--- src/rtl/core/sparse_matrix_accumulate_table_macros.svh ---
// ----------------------------------------------------------------------------
// Sparse matrix accumulate table assertion macros
// Shared concurrent assertion forms for the sparse matrix table RTL.
// ----------------------------------------------------------------------------
`ifndef SPARSE_MATRIX_ACCUMULATE_TABLE_MACROS_SVH
`define SPARSE_MATRIX_ACCUMULATE_TABLE_MACROS_SVH

// Checked at every rising edge of clk_i outside reset.
`define SMAT_ASSERT(lbl, prop, msg) \
  lbl: assert property (@(posedge clk_i) disable iff (!rst_ni) (prop)) else $error(msg);

// Checked at every rising edge of clk_i, reset included.
`define SMAT_ASSERT_ALWAYS(lbl, prop, msg) \
  lbl: assert property (@(posedge clk_i) (prop)) else $error(msg);

`endif

--- src/rtl/core/smat_pkg.sv ---
// ----------------------------------------------------------------------------
// Sparse matrix accumulate table package
// Shared types, codes and constants of the sparse matrix table.
// ----------------------------------------------------------------------------
package smat_pkg;

  localparam int unsigned ENTRIES_DEF = 64;
  localparam int unsigned MAX_DIM     = 1024;
  localparam logic [16:0] DIM_MAX     = 17'(MAX_DIM);

  localparam logic [1:0] FUNC_LOAD = 2'd0;
  localparam logic [1:0] FUNC_ADD  = 2'd1;
  localparam logic [1:0] FUNC_READ = 2'd2;

  localparam logic [1:0] STAT_OK   = 2'd0;
  localparam logic [1:0] STAT_FULL = 2'd1;
  localparam logic [1:0] STAT_RANK = 2'd2;

  typedef struct packed {
    logic [10:0] row;
    logic [10:0] col;
    logic [31:0] value;
  } entry_t;

  typedef struct packed {
    logic cmp;
    logic ins;
    logic rem;
    logic sum;
  } cell_cmd_t;

endpackage

--- src/rtl/core/smat_cell.sv ---
// ----------------------------------------------------------------------------
// Sparse matrix table cell
// Holds one entry, compares it with the key and shifts with its neighbours.
// ----------------------------------------------------------------------------
module smat_cell (
  input  logic               clk_i,
  input  logic               rst_ni,
  input  smat_pkg::cell_cmd_t cmd_i,
  input  smat_pkg::entry_t   key_i,
  input  logic               valid_i,
  input  smat_pkg::entry_t   left_i,
  input  logic               left_lt_i,
  input  smat_pkg::entry_t   right_i,
  output smat_pkg::entry_t   entry_o,
  output logic               lt_o,
  output logic               eq_o,
  output logic               zero_o
);

  smat_pkg::entry_t entry_q;
  logic             lt_q;
  logic             eq_q;
  logic [31:0]      sum;

  assign sum     = entry_q.value + key_i.value;
  assign entry_o = entry_q;
  assign lt_o    = lt_q;
  assign eq_o    = eq_q;
  assign zero_o  = eq_q && (sum == 32'd0);

  always_ff @(posedge clk_i or negedge rst_ni) begin
    if (!rst_ni) begin
      lt_q <= 1'b0;
      eq_q <= 1'b0;
    end else if (cmd_i.cmp) begin
      lt_q <= valid_i && ((entry_q.row < key_i.row) ||
              ((entry_q.row == key_i.row) && (entry_q.col < key_i.col)));
      eq_q <= valid_i && (entry_q.row == key_i.row) && (entry_q.col == key_i.col);
    end
  end

  always_ff @(posedge clk_i) begin
    if (cmd_i.ins && !lt_q) begin
      entry_q <= left_lt_i ? key_i : left_i;
    end else if (cmd_i.rem && !lt_q) begin
      entry_q <= right_i;
    end else if (cmd_i.sum && eq_q) begin
      entry_q.value <= sum;
    end
  end

endmodule

--- config.mk ---
export PLATFORM = sky130hd
export DESIGN_NAME = smat_cell
export DESIGN_NICKNAME = d
export VERILOG_FILES = /design/src/rtl/core/sparse_matrix_accumulate_table_macros.svh /design/src/rtl/core/smat_pkg.sv /design/src/rtl/core/smat_cell.sv
export SDC_FILE = /design/constraint.sdc
export NUM_CORES = 1
export LEC_CHECK = 0
export BUFFER_PORTS_ARGS = -buffer_cell sky130_fd_sc_hd__clkbuf_2
export CAP_MARGIN = 20
export CORE_MARGIN = 1.5
export CORE_UTILIZATION = 54
export CTS_CLUSTER_DIAMETER = 100
export CTS_CLUSTER_SIZE = 30
export DETAILED_ROUTE_END_ITERATION = 8
export GPL_TIMING_DRIVEN = 0
export PLACE_DENSITY = 0.95
export RECOVER_POWER = 25
export SETUP_SLACK_MARGIN = 0.1
export SLEW_MARGIN = 20
export SYNTH_ARGS = -nofsm -noshare
export SYNTH_HDL_FRONTEND = slang
export SYNTH_SLANG_ARGS = --single-unit
--- constraint.sdc ---
create_clock -name clk_i -period 11.1 [get_ports clk_i]
set_clock_uncertainty 0.15 [all_clocks]
set_input_delay 2.22 -clock clk_i [delete_from_list [all_inputs] [get_ports clk_i]]
set_output_delay 2.22 -clock clk_i [all_outputs]
set_load 0.05 [all_outputs]
# Word-level counts from Yosys, hierarchy flattened
# Index checks and enable logic that the tools add are counted.
# Widths: inputs -> output; s select.
dict set report word_totals {
  output_inout_bits 57
  reg_bits 56
  inputBits 170
}
dict set report classes {
  magnitude_cmp 2
  eq_ne 2
  n_addsub 1
  mux 5
  reduce_logical 13
}
# op n
set ops {}
lappend ops {{$mux 54} 2}
lappend ops {{$mux 32} 2}
lappend ops {{$add 32x32->32} 1}
lappend ops {{$logic_not 32->1} 1}
lappend ops {{$eq 11x11->1} 2}
lappend ops {{$lt 11x11->1} 2}
lappend ops {{$mux 22} 1}
lappend ops {{$logic_and 1x1->1} 8}
lappend ops {{$reduce_bool 3->1} 1}
lappend ops {{$reduce_bool 2->1} 1}
lappend ops {{$logic_not 1->1} 1}
lappend ops {{$logic_or 1x1->1} 1}

# Logic depth before layout (Yosys ltp)
dict set report depth {
  depth_word 4
  ltp_mapped 11
  depth_no_buf 11
}

# Worst setup path after synthesis
# No wires, ideal clock.
dict set report synth_path {
  path_kind {input port to output port}
  from {input port key_i[0] (netlist bit)}
  to {output port zero_o}
  arrival_time_ns 6.000
  setup_slack_ns 2.730
  t_required_ns 8.730
  path_stages 11
  cell_sequence {ha_1 fa_1 a211oi_2 o21bai_2 a2111oi_1 nor4_1 o311a_1 or3_2 a2111oi_2 nand4b_1 nor4b_2}
}
dict set report synth_via {
  elab_chain_len 3
}
# item line
set synth_lines {}
lappend synth_lines {{start: declaration} smat_cell.sv:9} ;# input smat_pkg::entry_t key_i,
lappend synth_lines {{$add 32x32->32} smat_cell.sv:25} ;# assign sum = entry_q.value + key_i.value;
lappend synth_lines {{$logic_not 32->1} smat_cell.sv:29} ;# assign zero_o = eq_q && (sum == 32'd0);
lappend synth_lines {{$logic_and 1x1->1} smat_cell.sv:29}
lappend synth_lines {{end: declaration} smat_cell.sv:17} ;# output logic zero_o
# Every way passes these cells.

# Worst setup path in the final report
# Same ends and word-level chain as after synthesis.

==> results.py <==
metrics = {
    "logic_synthesis": {
        "yosys.area.top_type": "edfxtp_1",
        "synth_largest_type_area_fraction": 0.2862,
        "synth-seq-cells": 56,
        "netlist_instances": 646,
        "synth-async-reset-ratio": 0.03571,
        "netlist_area_sq_um": 5665,
        "yosys-top-cells-area": "edfxtp_1 29%, ha_1 12%, mux2i_1 7.4%, nand2_1 5.1%, o21ai_0 3.9%",
        "synthDistinctLibCells": 67,
        "yosys_warnings": 0,
        "synth.avg_cell_area_sq_um": 8.770,
        "synth-edff-count": 54,
        "synth_sequential_area_ratio": 0.2951,
        "synth.net_count": 870,
        "synth_top_flop_cell": "edfxtp_1",
    },
    "sta": {
        "relative_slew_margins": 0.3484,
        "setup_repair_after_global_routing_missed_its_margin": "no",
        "postLayoutSetupSlackWorst_ps": 2536,
        "finalSetupViolations": 0,
        "finalCriticalPeriod_ps": 8564,
        "fmax_ghz": 0.1168,
        "worstMarginPinSlew_ps": 975.0,
        "drv_slew": 0,
        "final_hold_viol_count": 0,
        "fin_hold_ws_ps": 520.5,
        "timing.final.crit_share": 0.7715,
        "setup_total_negative_slack_ps": 0,
    },
    "finish": {
        "layout.filler_cells": 876,
        "post_route_cells_drive_above_1_share": 0.2480,
        "layout.cells.non_filler": 1015,
        "seqCellArea_sq_um": 1672,
        "finalNetCount": 1102,
        "antenna_cells": 0,
        "layout.core_utilization": 0.6845,
        "syn2layout_area_growth_pct": 23.61,
        "finish.instance_area_sq_um": 7003,
        "area_used_by_multi_input_combinational_logic_sq_um": 3687,
    },
    "clock_network": {
        "tritoncts": "done",
        "postCtsResizedCells": 0,
        "clk_root_buffer_cell": "clkbuf_8",
        "cts_htree_levels": 2,
        "insertion_delay_ps": 320,
        "cts-root-to-sink-buffers": 2,
        "cts_post_setup_buffers_inserted": 0,
        "ctsHoldBuffers": 0,
        "total_clock_buffers_created_by_cts": 5,
        "cts.sinks": 56,
        "cts.reportedPaths.clkPinSlew_ps": 120,
    },
    "place": {
        "port-buffer-count": 225,
        "numPlacedInstances": 1007,
        "dp_hpwl_mm": 15.27,
        "finalWeightedCongestion": 1.042,
        "placedInstanceArea_sq_um": 6963,
        "pre_cts_slack_ps": 2653,
    },
    "floorplan": {
        "die_footprint_sq_um": 11120,
        "core_region_area_sq_um": 10230,
        "io_pins": 227,
        "fp.dieH_um": 105.4,
        "rows": 37,
        "start_util": 0.5537,
        "overall_die_width_um": 105.4,
    },
    "drt": {
        "first_pass_iters": 6,
        "postRouteAntennaNets": 0,
        "vias_per_cell": 6.068,
        "detailroute.via_count": 6159,
        "detail_route.drc_violations": 0,
        "drt-initial-drc-count": 372,
        "postRouteWirelength_mm": 18.90,
        "post_drt_wl_per_cell_um": 18.62,
    },
    "power": {
        "post-layout-total-power_mw": 1.349,
        "cellInternalPower_mw": 0.6459,
        "clockPowerShare": 0.093,
        "combPwrFrac": 0.656,
        "power_per_cell_area_nw_per_um2": 192.7,
        "p_leak_nw": 3.264,
        "sw_frac_of_total": 0.5214,
        "vdd_drop_max_mv": 0.1239,
        "switchingPower_mw": 0.7035,
        "sequentialPowerShare": 0.251,
    },
    "status": {
        "status": "completed",
    },
    "global_routing": {
        "overflow": 0,
        "grt_pass1_wl_mm": 29.04,
        "globalRouteTotalUtil": 0.3327,
        "grt_antenna_before_repair": 0,
        "grt_start_max_net_pins": 33,
        "first_global_vias": 6040,
    },
    "job": {
        "count_of_max_cap_constraint_violations": 0,
    },
    "critical_path": {
        "reg_to_reg_slack_setup_ps": 7340,
        "crit_path_max_fanout": 5,
        "required_ps": 8730,
        "cp-end-kind": "output port",
        "rr_startpoint": "entry_o[0]",
        "startpoint": "key_i[0]",
        "worstRegToRegCells": 10,
        "worst_r2r_endpoint": "entry_o[28]",
        "criticalPathCategory": "in2out",
        "critPathLaunchType": "input pin",
        "critical_path_arrival_ps": 6190,
        "critical_path.endpoint": "zero_o",
    },
    "min_path": {
        "worstHoldPathType": "reg2reg",
    },
}
area by class of cell:
class	instances	area share
buffer	38	0.02680
clock buffer	5	0.009827
clock inverter	3	0.003216
inverter	32	0.01715
multi-input combinational	520	0.5265
sequential	56	0.2387
tap	136	0.02430
timing repair buffer	225	0.1535
Yosys cell counts, drive strengths merged (5+ instances only):
master,instances
a2111oi,6
a211oi,32
a21o,19
a21oi,39
a31oi,18
buf,11
clkbuf,27
edfxtp,54
ha,53
inv,32
mux2i,42
nand2,77
nand3,13
nand4,9
nor2,28
nor2b,20
nor3,8
o211ai,11
o21a,9
o21ai,46
or3,5
xnor2,14
xor2,11
layer usage:
metal	share of wire	vias up	global-route usage	wire length, um
li1	-	2896	-	-
met1	0.40	2844	0.4038	7480
met2	0.47	363	0.5733	8907
met3	0.087	56	0.04947	1653
met4	0.045	0	0.1673	857
met5	0	-	0	0
registers in the layout, summed over array words and instances (netlist names):
name and count:
entry_o 54, eq_o 1, lt_o 1
cell families after synthesis:
family | count (synthesis) | share of synthesized area
flip-flops | 56 | 0.2951
buffers and inverters | 70 | 0.05433
AND/OR/NAND/NOR | 188 | 0.1610
XOR/XNOR | 25 | 0.03997
multiplexers | 42 | 0.07420
adder cells (fa/ha/maj) | 54 | 0.1206
AO/OA/AOI/OAI | 211 | 0.2549
power by group through the flow:
stage	Sequential, mW	Clock, mW	Combinational, mW
floorplan	0.510	0	0.489
global placement	0.342	0	0.857
detailed placement	0.343	0	0.872
CTS	0.338	0.126	0.877
global route	0.343	0.132	0.951
finish	0.339	0.126	0.885
worst max-delay path, cell delays in order:
cell       delay (ps)
clkbuf_2           90
ha_1              240
fa_1              420
a211oi_2          280
o21bai_2          180
a2111oi_1         560
nor4_1            120
o311a_1           410
or3_2             480
a2111oi_2         400
nand4b_1          170
nor4b_2           290
clkbuf_2          320
cell usage in the layout (no fill, tap or decap), types with 20 or more instances in the layout:
cell        n
a211oi_1   29
edfxtp_1   54
clkbuf_1   68
nor2b_1    20
nand2_1    77
o21ai_0    44
nor2_1     28
clkbuf_2  184
inv_1      32
ha_1       53
mux2i_1    42
a21oi_1    37
worst min path at each step:
stage                     cells after the start  startpoint  slack [ps]   end
after global routing                          2        eq_o         570  eq_o
final                                         2        eq_o         520  eq_o
after detailed placement                      2        eq_o         520  eq_o
after floorplan                               2        eq_o         630  eq_o
after global placement                        2        eq_o         510  eq_o
after CTS                                     2        eq_o         540  eq_o
Power figures use the tool's default switching activity.
